### src/mdinv_pkg.sv
// ---------------------------------------------------------------------------
// mdinv_pkg: shared types and constants for the modular inverse unit
// Operand width, controller states and the result bundle passed to the top.
// ---------------------------------------------------------------------------
package mdinv_pkg;

    localparam int WIDTH   = 32;
    localparam int K_WIDTH = $clog2(WIDTH);

    typedef enum logic [2:0] {
        ST_IDLE,
        ST_CHECK,
        ST_ALIGN,
        ST_SUB,
        ST_SWAP,
        ST_FIX,
        ST_DONE
    } t_state;

    typedef struct packed {
        logic [WIDTH-1:0] inverse;
        logic             found;
    } t_result;

endpackage

### src/modular_inverse_unit.sv
// ---------------------------------------------------------------------------
// modular_inverse_unit: modular inverse by extended Euclid
// Stream wrapper around the serial Euclid engine with a result register.
// ---------------------------------------------------------------------------
// One word at a time. Each Euclid step (plus one reducing step) aligns the
// divisor, then the shift-and-subtract divider yields one quotient bit per
// cycle, then the remainders swap. A new word is taken once the engine is
// idle; a finished result waits in the output register. found is 0 and
// inverse 0 when the gcd is not one.
module modular_inverse_unit
    import mdinv_pkg::*;
(
    input  logic                   i_clk,
    input  logic                   i_rst_n,
    input  logic                   s_axis_tvalid,
    output logic                   s_axis_tready,
    input  logic [2*WIDTH-1:0]     s_axis_tdata,  // value, modulus
    output logic                   m_axis_tvalid,
    input  logic                   m_axis_tready,
    output logic [WIDTH-1:0]       m_axis_tdata,  // inverse
    output logic                   m_axis_tuser   // found
);

    logic    r_ovalid;
    t_result r_out;
    logic    w_idle, w_done, w_ack, w_start;
    t_result w_res;

    assign w_start = s_axis_tvalid && w_idle;
    assign w_ack   = w_done && (!r_ovalid || m_axis_tready);

    mdinv_core u_core (
        .i_clk     (i_clk),
        .i_rst_n   (i_rst_n),
        .i_start   (w_start),
        .i_value   (s_axis_tdata[WIDTH-1:0]),
        .i_modulus (s_axis_tdata[2*WIDTH-1:WIDTH]),
        .i_ack     (w_ack),
        .o_idle    (w_idle),
        .o_done    (w_done),
        .o_result  (w_res)
    );

    // output register
    always_ff @(posedge i_clk) begin
        if (!i_rst_n) begin
            r_ovalid <= 1'b0;
        end else if (w_ack) begin
            r_ovalid <= 1'b1;
        end else if (m_axis_tready) begin
            r_ovalid <= 1'b0;
        end
    end

    always_ff @(posedge i_clk) begin
        if (w_ack) begin
            r_out <= w_res;
        end
    end

    assign s_axis_tready = w_idle;
    assign m_axis_tvalid = r_ovalid;
    assign m_axis_tdata  = r_out.inverse;
    assign m_axis_tuser  = r_out.found;

endmodule

### src/mdinv_core.sv
// ---------------------------------------------------------------------------
// mdinv_core: extended Euclid engine
// Each Euclid step divides by shift and subtract, one quotient bit per
// cycle, and accumulates the cofactor with the same shifted terms.
// ---------------------------------------------------------------------------
module mdinv_core
    import mdinv_pkg::*;
(
    input  logic             i_clk,
    input  logic             i_rst_n,
    input  logic             i_start,
    input  logic [WIDTH-1:0] i_value,
    input  logic [WIDTH-1:0] i_modulus,
    input  logic             i_ack,
    output logic             o_idle,
    output logic             o_done,
    output t_result          o_result
);

    t_state             r_state, n_state;
    logic [WIDTH-1:0]   r_r0, r_r1, r_u0, r_u1, r_d, r_e, r_mod;
    logic [K_WIDTH-1:0] r_k;
    logic               r_neg0, r_neg1, r_pre;
    t_result            r_res;

    logic               w_align_go;
    logic               w_sub_ok;
    logic [WIDTH-1:0]   w_uu;

    // divisor can still double without passing the remainder
    assign w_align_go = ({r_d, 1'b0} <= {1'b0, r_r0});
    assign w_sub_ok   = (r_d <= r_r0);
    assign w_uu       = (r_u0 == r_mod) ? '0 : r_u0;

    // next state
    always_comb begin
        n_state = r_state;
        unique case (r_state)
            ST_IDLE:  if (i_start) n_state = (i_modulus == '0) ? ST_DONE : ST_CHECK;
            ST_CHECK: n_state = (r_r1 == '0) ? ST_FIX : ST_ALIGN;
            ST_ALIGN: if (!w_align_go) n_state = ST_SUB;
            ST_SUB:   if (r_k == '0) n_state = ST_SWAP;
            ST_SWAP:  n_state = ST_CHECK;
            ST_FIX:   n_state = ST_DONE;
            ST_DONE:  if (i_ack) n_state = ST_IDLE;
            default:  n_state = ST_IDLE;
        endcase
    end

    // outputs
    always_comb begin
        o_idle   = (r_state == ST_IDLE);
        o_done   = (r_state == ST_DONE);
        o_result = r_res;
    end

    // state register
    always_ff @(posedge i_clk) begin
        if (!i_rst_n) begin
            r_state <= ST_IDLE;
        end else begin
            r_state <= n_state;
        end
    end

    // datapath
    always_ff @(posedge i_clk) begin
        unique case (r_state)
            ST_IDLE: begin
                // pre-step reduces the value modulo the modulus
                r_r0   <= i_value;
                r_r1   <= i_modulus;
                r_u0   <= {{(WIDTH-1){1'b0}}, 1'b1};
                r_u1   <= '0;
                r_mod  <= i_modulus;
                r_pre  <= 1'b1;
                r_neg0 <= 1'b0;
                r_neg1 <= 1'b0;
                r_res  <= '0;
            end
            ST_CHECK: begin
                r_d <= r_r1;
                r_e <= r_u1;
                r_k <= '0;
            end
            ST_ALIGN: begin
                if (w_align_go) begin
                    r_d <= {r_d[WIDTH-2:0], 1'b0};
                    r_e <= {r_e[WIDTH-2:0], 1'b0};
                    r_k <= r_k + 1'b1;
                end
            end
            ST_SUB: begin
                if (w_sub_ok) begin
                    r_r0 <= r_r0 - r_d;
                    r_u0 <= r_u0 + r_e;
                end
                if (r_k != '0) begin
                    r_d <= {1'b0, r_d[WIDTH-1:1]};
                    r_e <= {1'b0, r_e[WIDTH-1:1]};
                    r_k <= r_k - 1'b1;
                end
            end
            ST_SWAP: begin
                r_r0 <= r_r1;
                r_r1 <= r_r0;
                r_u0 <= r_u1;
                r_u1 <= r_u0;
                if (r_pre) begin
                    r_pre  <= 1'b0;
                    r_neg0 <= 1'b0;
                    r_neg1 <= 1'b0;
                end else begin
                    r_neg0 <= r_neg1;
                    r_neg1 <= ~r_neg1;
                end
            end
            ST_FIX: begin
                r_res.found <= (r_r0 == {{(WIDTH-1){1'b0}}, 1'b1});
                if (r_r0 != {{(WIDTH-1){1'b0}}, 1'b1}) begin
                    r_res.inverse <= '0;
                end else if (r_neg0 && (w_uu != '0)) begin
                    r_res.inverse <= r_mod - w_uu;
                end else begin
                    r_res.inverse <= w_uu;
                end
            end
            ST_DONE: begin
            end
            default: begin
            end
        endcase
    end

endmodule
### config.mk
export PLATFORM = sky130hd
export DESIGN_NAME = modular_inverse_unit
export DESIGN_NICKNAME = d
export VERILOG_FILES = /design/src/mdinv_pkg.sv /design/src/modular_inverse_unit.sv /design/src/mdinv_core.sv
export SDC_FILE = /design/constraint.sdc
export NUM_CORES = 1
export LEC_CHECK = 0
export BUFFER_PORTS_ARGS = -buffer_cell sky130_fd_sc_hd__buf_4
export CAP_MARGIN = 15
export CORE_MARGIN = 10
export CORE_UTILIZATION = 65
export DETAILED_ROUTE_END_ITERATION = 7
export PLACE_DENSITY = 0.91
export SLEW_MARGIN = 25
export SYNTH_ARGS = -nofsm -noshare
export SYNTH_HDL_FRONTEND = slang
export SYNTH_SLANG_ARGS = --single-unit
### constraint.sdc
create_clock -name i_clk -period 16 [get_ports i_clk]
set_clock_uncertainty 0.1 [all_clocks]
set_input_delay 1.6 -clock i_clk [delete_from_list [all_inputs] [get_ports i_clk]]
set_output_delay 1.6 -clock i_clk [all_outputs]
set_load 0.02 [all_outputs]
**Word level (Yosys, flattened, before mapping)**

Cells that the tools add are included.

- Add/subtract/negate cells: 5
- $lt $le $gt $ge: 2
- Equality and inequality tests: 16
- Mux-type cells: 33
- Bitwise operators: 1
- Reduce and logical (&&, ||, !) cells: 19

Operators by type and width:

| operator | number |
|---|---|
| $pmux W32 S3 | 4 |
| $mux W32 | 9 |
| $pmux W32 S2 | 2 |
| $pmux W33 S2 | 1 |
| $logic_not A32 Y1 | 2 |
| $sub A32 B32 Y32 | 2 |
| $le A33 B32 Y1 | 1 |
| $add A32 B32 Y32 | 1 |
| $eq A32 B1 Y1 const B | 1 |
| $eq A32 B32 Y1 | 1 |
| $le A32 B32 Y1 | 1 |
| $ne A32 B1 Y1 const B | 1 |
| $reduce_bool A32 Y1 | 1 |
| $pmux W3 S7 | 1 |
| $mux W3 | 6 |
| $pmux W5 S3 | 1 |
| $ne A2 B1 Y1 const B | 6 |
| $mux W5 | 2 |
| $eq A3 B3 Y1 const B | 3 |
| $eq A3 B2 Y1 const B | 2 |
| $pmux W1 S2 | 3 |
| $reduce_bool A2 Y1 | 3 |
| $reduce_bool A3 Y1 | 2 |
| $add A5 B1 Y5 const B | 1 |
| other kinds (14) | 19 |

- Bits in registers: 302
- Word-level logic and storage cells: 93

**Logic depth before layout (Yosys ltp)**

Gate-level depths: netlist of run 1.

- Word-level depth: 7
- Depth in mapped cells: 19
- Gate-level depth less buffers: 18

**By module**

Synthesis of run 1 repeated with hierarchy kept, for this count alone.

- Cells, all modules: 1830
- Area total of the unflattened synthesis: 18724.2 sq um

Modules (own cells, without submodules):

| module | instances | cells each | area each (sq um) |
|---|---|---|---|
| mdinv_core | 1 | 1792 | 17679.5 |
| modular_inverse_unit | 1 | 38 | 1044.8 |

**Least setup slack after synthesis of run 1**

Ideal clock, no wire load.

- Kind: register to register
- Start point: register u_core.r_d[1]
- End point: register u_core.r_d[0], enable pin
- Setup time: 0.581 ns
- Arrival time: 6.567 ns
- Data required time: 15.319 ns
- Slack: 8.752 ns
- Cell stages (with the launch flop): 11
- Path buffers: 0
- Clock period less this slack: 7.248 ns
- Cells stage by stage: edfxtp_1 ha_1 a21o_1 a21o_1 a211oi_1 nor2_1 a211oi_1 o2111ai_1 o41ai_1 a21oi_1 nor3_1

- Word-level cells in the longest chain between the ends: 3

RTL lines:

| element | RTL line | source |
|---|---|---|
| start: declaration | mdinv_core.sv:21 | `logic [WIDTH-1:0] r_r0, r_r1, r_u0, r_u1, r_d, r_e, r_mod;` |
| start signal: assignment | mdinv_core.sv:82 | `r_d <= r_r1;` |
| start signal: assignment | mdinv_core.sv:88 | `r_d <= {r_d[WIDTH-2:0], 1'b0};` |
| start signal: assignment | mdinv_core.sv:99 | `r_d <= {1'b0, r_d[WIDTH-1:1]};` |
| $le A33 B32 Y1 | mdinv_core.sv:31 | `assign w_align_go = ({r_d, 1'b0} <= {1'b0, r_r0});` |
| $ne A2 B1 Y1 (no line) | - |  |
| $reduce_and A3 Y1 (no line) | - |  |

Every way passes these cells.
A chain may end at the register's enable or synchronous reset.

**Worst setup path after layout of run 1**

- Start point: register u_core.r_u0[26]
- End point: register u_core.r_res, in the netlist u_core.o_result[31] (data pin)

- Word-level cells in the longest chain between the ends: 7

RTL lines:

| element | RTL line | source |
|---|---|---|
| start: declaration | mdinv_core.sv:21 |  |
| start signal: assignment | mdinv_core.sv:73 | `r_u0 <= {{(WIDTH-1){1'b0}}, 1'b1};` |
| start signal: assignment | mdinv_core.sv:96 | `r_u0 <= r_u0 + r_e;` |
| start signal: assignment | mdinv_core.sv:107 | `r_u0 <= r_u1;` |
| $eq A32 B32 Y1 | mdinv_core.sv:33 | `assign w_uu = (r_u0 == r_mod) ? '0 : r_u0;` |
| $mux W32 (*) | mdinv_core.sv:33 |  |
| parallel branches: the longest is 2 deep, another holds $sub A32 B32 Y32 | - |  |
| $mux W32 (*) | mdinv_core.sv:122 | `end else if (r_neg0 && (w_uu != '0)) begin` |
| $mux W32 (*) | mdinv_core.sv:120 | `if (r_r0 != {{(WIDTH-1){1'b0}}, 1'b1}) begin` |
| $pmux W33 S2 (*) | mdinv_core.sv:68 | `unique case (r_state)` |
| end: declaration | mdinv_core.sv:24 | `t_result r_res;` |

Every way passes the cells marked *.

==> results of run 1 <==
[registers in the layout (all words and copies together), names as in the netlist, 3 cells and up]
signal	flops
u_core.r_state	3
u_core.r_r1	32
u_core.r_u1	32
u_core.r_u0	32
m_axis_tdata	32
u_core.r_r0	32
u_core.o_result	33
u_core.r_d	32
u_core.r_e	32
u_core.r_mod	32
u_core.r_k	5
[logic make-up (layout without fill, tap and decap cells)]
family	count (synthesis)	in the layout	synth area share, %
mux	63	63	3.37
flops	302	302	48.0
simple gates	527	527	13.1
xor+xnor	110	110	5.17
compound gates	516	516	17.6
fa+ha+maj	133	133	9.01
buf+inv	181	282	3.63
[final timing paths]
path,startpoint,end,cells after the start
worst min register to register,u_core.o_result[0]$_SDFFCE_PN0P_,m_axis_tuser$_DFFE_PP_,0
worst max-delay path,u_core.r_u0[26]$_DFFE_PP_,u_core.o_result[31]$_SDFFCE_PP0P_,17
worst max register to register,u_core.r_u0[26]$_DFFE_PP_,u_core.o_result[31]$_SDFFCE_PP0P_,17
worst min-delay path,u_core.o_result[0]$_SDFFCE_PN0P_,m_axis_tuser$_DFFE_PP_,0
[cell usage after synthesis, types with 41 or more instances]
master,instances
edfxtp_1,298
nand2_1,222
o21ai_0,183
ha_1,129
a21oi_1,103
inv_1,103
nor2_1,101
xnor2_1,77
clkbuf_1,64
mux2i_1,61
a21o_1,42
and3_1,41
[worst max-delay path: cells and delay by family (launching register included)]
| family | cells | cell delay [ns] |
|---|---|---|
| XOR/XNOR | 2 | 0.53 |
| buffers and inverters | 1 | 0.36 |
| AO/OA/AOI/OAI | 7 | 1.85 |
| flip-flops | 1 | 0.49 |
| AND/OR/NAND/NOR | 6 | 1.26 |
| adder cells (fa/ha/maj) | 1 | 0.28 |
[layout by cell type, fill, tap and decap left out, types with 42 or more instances in the layout]
cell type / Yosys / layout
inv_1: 103 / 103
nor2_1: 101 / 99
a21oi_1: 103 / 102
buf_4: 0 / 120
ha_1: 129 / 129
edfxtp_1: 298 / 298
mux2i_1: 61 / 61
nand2_1: 222 / 220
a21o_1: 42 / 42
xnor2_1: 77 / 77
o21ai_0: 183 / 183
[final cells by class]
class | instances | area, um2
multi-input cells | 1349 | 9130
flip-flops and latches | 302 | 9030
fillers | 1914 | 7530
repair buffers | 120 | 901
clock buffers | 32 | 779
well taps | 384 | 480
inverters | 104 | 390
clock inverters | 26 | 382
[stage by stage]
stage	worst slack, ns	cells	utilization [%]
2_1_floorplan	8.75	1832	-
3_3_place_gp	11.22	2259	69.6
3_5_place_dp	11.05	2259	69.6
4_1_cts	10.98	2317	73.7
5_1_grt	10.58	2317	73.7
6_report	10.89	2317	73.7
[per-layer routing]
layer / routed length, um / vias up / track usage, %
met5: 0 / - / 0
met4: 2710 / 0 / 12.7
met3: 5660 / 213 / 4.58
met2: 24900 / 986 / 47.2
met1: 19600 / 7300 / 36.3
li1: - / 6963 / -
==> flow_summary.toml, run 1 <==
[sta]
relSlewSlack_pct = 37.8
fin_crit_sh_pct = 32.0
setup_viol = 0
drv_slew = 0
hold_viol = 0
fmax_ghz = 0.196
grt_setup_unrepaired = "false"
fin_crit_ns = 5.11
tightest_slew_ns = 0.931
whs_ns = 0.309
tns_ns = 0

[clock_tree]
clock-sinks = 302
clock_latency_ns = 0.58
cts_max_level = 1
cts.repair.resized = 0
cts.path.max_buffers = 3
cts_hold_buf = 0
cts_tree = "built"
clkTransAtPathRegs_ns = 0.07
numCtsBuffers = 31
post_cts_buffers = 0
cts-root-buf = "clkbuf_16"

[setup_path]
cp.required_ns = 16.20
critical_path.slowest_cell = "edfxtp_1"
crit_path_max_incr_delay_ns = 0.49
arrival_ns = 5.32
crit_fanout = 22
reg2reg_slack_ns = 10.89
crit_path_end_kind = "flip-flop"
path_cells = "xnor2_1, nand4_1, nor4_1, nand2_1, buf_4, nand2_1, ha_1, a211oi_1, nor2_1, a211oi_1, o2111ai_1, a31oi_1, nor2b_1, o21a_1, o41a_1, xnor2_1, o21ai_1"
startpoint_type = "flip-flop"
path_class = "flip-flop to flip-flop"

[yosys]
synth_edf_count = 298
synth_fp_nets = 2033
synth_area_leaders = "edfxtp_1 48%, ha_1 8.6%, o21ai_0 4.9%, nand2_1 4.4%, xnor2_1 3.6%"
synth_top_cell_by_area = "edfxtp_1"
synthArstFlopShare_pct = 0
synth_top_area_share_pct = 47.6
synth-main-ff-cell = "edfxtp_1"
syn_avg_cell_area_um2 = 10.3
synth_cells = 1832
synth.distinct_cells = 86
yosys_warnings = 0
synth_area_um2 = 18800
ys_seq_elements = 302
seq_area_frac_synth_pct = 48.0

[place]
portBuffers = 102
hpwl_um = 37800
gp_congestion = 1.02
dpl_cell_area_um2 = 19900

[routing]
ant_nets = 0
first_iter_violations = 1921
drc = 0
wl_um = 52900
vias = 15462
wire_per_inst_um = 22.8
viasPerCell = 6.67
first_pass_iters = 8

[run_status]
outcome = "completed"

[layout]
area_delta_synth_final_pct = 12.2
layout.nets = 2109
antenna_cells = 0
drive_above_1_share_pct = 11.3
design_area_um2 = 21100

[job]
cap_violations = 0

[grt]
grt_overflow = 0
grt_pass1_vias = 15151
antenna_found_initial = 0
grt_max_degree = 77
grt_first_pass_wirelength_um = 82800
grtUsageTotal_pct = 28.5

[floorplan]
initial_core_util_pct = 65.7
die_h_um = 190
die_w_um = 190
pin_count = 103
dieArea_um2 = 36100
core_um2 = 28600
row_count = 62

[min_path]
hold_path.class = "flip-flop to flip-flop"
Power of run 1 is not shown: default switching activity piles up to over one toggle a cycle in this logic, so the estimate is an artifact.
==> run 2: changes to the inputs <==
--- a/config.mk
+++ b/config.mk
@@ -5,12 +5,13 @@
 export SDC_FILE = /design/constraint.sdc
 export NUM_CORES = 1
 export LEC_CHECK = 0
+export ABC_AREA = 1
 export BUFFER_PORTS_ARGS = -buffer_cell sky130_fd_sc_hd__buf_4
 export CAP_MARGIN = 15
 export CORE_MARGIN = 10
-export CORE_UTILIZATION = 65
+export CORE_UTILIZATION = 57
 export DETAILED_ROUTE_END_ITERATION = 7
-export PLACE_DENSITY = 0.91
+export PLACE_DENSITY = 0.85
 export SLEW_MARGIN = 25
 export SYNTH_ARGS = -nofsm -noshare
 export SYNTH_HDL_FRONTEND = slang
==> constraint.sdc (replaced) <==
create_clock -name i_clk -period 4.2 [get_ports i_clk]
set_clock_uncertainty 0.1 [all_clocks]
set_input_delay 0.42 -clock i_clk [delete_from_list [all_inputs] [get_ports i_clk]]
set_output_delay 0.42 -clock i_clk [all_outputs]
set_load 0.02 [all_outputs]
==> run 2 against run 1 <==
Critical path type unchanged. Clock-buffer cell count increased by 9. Fmax increased by 30%. Global-route usage increased by 0.92 points. Worst setup slack got worse by 11 ns. Routed wire length increased by 18%. Register-to-register slack got worse by 11 ns.
==> flow_summary.toml, run 2 <==
[routing]
wl_met1_um = 24000
wl_met2_um = 29500
drc = 0
top_layer_used = "met4"
vias = 17900
wl_met3_um = 5970
wire_per_inst_um = 21.6
viasPerCell = 6.18
first_pass_iters = 5
wl_um = 62700
first_iter_violations = 1828
ant_nets = 0

[floorplan]
core_um2 = 33600
initial_core_util_pct = 58.0
die_w_um = 205
dieArea_um2 = 42000
pin_count = 103
row_count = 67
die_h_um = 205

[setup_path]
arrival_ns = 4.12
startpoint_type = "flip-flop"
cp.required_ns = 4.38
crit_path_end_kind = "flip-flop"
path_class = "flip-flop to flip-flop"
crit_fanout = 5

[yosys]
seq_area_frac_synth_pct = 46.3
synth_edf_count = 298
synth_cells = 2313
synth_common_cells = "549 x nand2_1, 298 x edfxtp_1, 283 x inv_1"
synth_top_area_share_pct = 45.9
synth_area_um2 = 19500
ys_seq_elements = 302
syn_avg_cell_area_um2 = 8.43
synth_top_cell_by_area = "edfxtp_1"
synthArstFlopShare_pct = 0
synth-main-ff-cell = "edfxtp_1"
synth.distinct_cells = 52
yosys_warnings = 0
synth_area_leaders = "edfxtp_1 46%, nand2_1 11%, ha_1 8.3%, inv_1 5.5%, nor2_1 4.9%"
synth_fp_nets = 2514
yosys.cell_count.top_type = "nand2_1"

[layout]
final_common_cell = "nand2_1"
layout.area.seq_um2 = 9030
drive_above_1_share_pct = 8.33
antenna_cells = 0
instances_no_fill = 2896
fill_cells = 2758
largest_reg_flops = 33
multi_input_area_um2 = 9160
layout_common_cells = "549 x nand2_1, 298 x edfxtp_1, 280 x inv_1"
area_delta_synth_final_pct = 13.1
layout.nets = 2624

[power_and_ir_drop]
power_w = 0.0208
sw_frac_of_total_pct = 48.5
switching_power_w = 0.0101
p_seq_share_pct = 30.8
comb_power_share_pct = 54.3
clkPwrFrac_pct = 14.9
p_per_area_nw_per_um2 = 946
leakage_nw = 9.62
max-vdd-ir-drop_mv = 0.560
p_int_w = 0.0107

[clock_tree]
cts_max_level = 2
clock_latency_ns = 0.55
cts_tree = "built"
clkTransAtPathRegs_ns = 0.06
numCtsBuffers = 34
cts-root-buf = "clkbuf_16"
clock-sinks = 302
cts.path.max_buffers = 3

[place]
hpwl_um = 47200
gp_congestion = 1.02
dp.cells = 2828
portBuffers = 102

[sta]
setup_viol = 0
tns_ns = 0
fin_crit_sh_pct = 94.0
fmax_ghz = 0.253
drv_slew = 0
whs_ns = 0.0156
fin_crit_ns = 3.95
hold_viol = 0
tightest_slew_ns = 0.823
grt_setup_unrepaired = "false"
relSlewSlack_pct = 44.4

[grt]
grt_first_pass_wirelength_um = 97000
grt_overflow = 0
grtUsageTotal_pct = 29.5
grt_pass1_vias = 17899
antenna_found_initial = 0
grt_max_degree = 64

[job]
cap_violations = 0

[min_path]
hold_path.class = "primary input to flip-flop"

[run_status]
outcome = "completed"
[run 2: changes by cell type after synthesis, sizes merged, moves of 19 or more]
cell    delta
and3      -40
nor2     +150
a21o      -25
inv      +188
a21oi     +57
a22oi     +27
o21ai     -20
nand3     +44
xnor2     -42
mux2i     -61
nand2    +330
clkbuf    -19
[run 2: final cells by class]
class	count	share of cell area (%)
inverters	291	4.97
well taps	448	2.54
repair buffers	133	4.80
flip-flops and latches	302	41.0
multi-input cells	1661	41.6
clock inverters	20	1.10
clock buffers	41	4.08
[run 2: kinds of logic (layout without fill, tap and decap cells)]
family / after synthesis / in the layout / share of synthesized area (%)
xor+xnor: 59 / 59 / 2.65
simple gates: 949 / 949 / 19.7
fa+ha+maj: 133 / 133 / 8.69
compound gates: 520 / 520 / 15.6
flops: 302 / 302 / 46.3
buf+inv: 350 / 485 / 6.97
[run 2: final timing paths]
check / startpoint / to / slack, ns / cells past startpoint
worst max register to register: u_core.r_u0[18]$_DFFE_PP_ / u_core.o_result[23]$_SDFFCE_PP0P_ / 0.25 / 22
worst min register to register: u_core.o_result[6]$_SDFFCE_PP0P_ / m_axis_tdata[5]$_DFFE_PP_ / 0.32 / 0
worst min-delay path: s_axis_tdata[51] / u_core.r_mod[19]$_DFFE_PP_ / 0.02 / 1
worst max-delay path: u_core.r_u0[18]$_DFFE_PP_ / u_core.o_result[23]$_SDFFCE_PP0P_ / 0.25 / 22
[run 2: metal layers]
| metal | track usage, % | vias to the layer above |
|---|---|---|
| met5 | 0 | - |
| met4 | 15.9 | 0 |
| met3 | 4.39 | 208 |
| met2 | 48.3 | 1088 |
| met1 | 37.0 | 8394 |
| li1 | - | 8210 |
[run 2: stage by stage]
| step | setup WS (ns) | instance area (um2) | utilization [%] |
|---|---|---|---|
| after floorplan | 0.0645 | 19500 | - |
| after global placement | 0.284 | 20800 | 61.9 |
| after global routing | 0.00555 | 22000 | 65.6 |
| final | 0.252 | 22000 | 65.6 |
| after detailed placement | 0.263 | 20800 | 61.9 |
| after CTS | 0.179 | 22000 | 65.4 |
[run 2: timing repair]
action / 4_1_cts / 5_1_grt
endpoints found under the hold margin: 6 / 0
hold buffers: 6 / 0
gates resized for setup: 0 / 3
setup endpoints to repair: 0 / 5
setup buffers: 0 / 0
[run 2: worst max-delay path, cell delays in order (launching register included)]
cell      delay, ns
edfxtp_1       0.49
inv_1          0.11
nand2_1        0.05
nand2_1        0.06
nand2_1        0.05
nor2_1         0.15
nand2_1        0.07
nor2_1         0.25
nand2_2        0.09
inv_1          0.11
nor2_1         0.07
ha_1           0.21
fa_1           0.42
o21ai_1        0.34
a21oi_1        0.21
o21bai_2       0.28
nand2_1        0.08
nand2_1        0.10
nand2_1        0.05
nand2_1        0.12
xor2_1         0.08
nor2_1         0.10
nor2_1         0.06
[run 2: power groups by stage]
stage	Clock [W]	Sequential, W	Combinational [W]
2_1_floorplan	0	0.00606	0.00778
6_report	0.00310	0.00643	0.0113
4_1_cts	0.00312	0.00637	0.0110
3_3_place_gp	0	0.00636	0.0107
5_1_grt	0.00324	0.00655	0.0125
3_5_place_dp	0	0.00641	0.0109
Power figures use the tool's default switching activity.
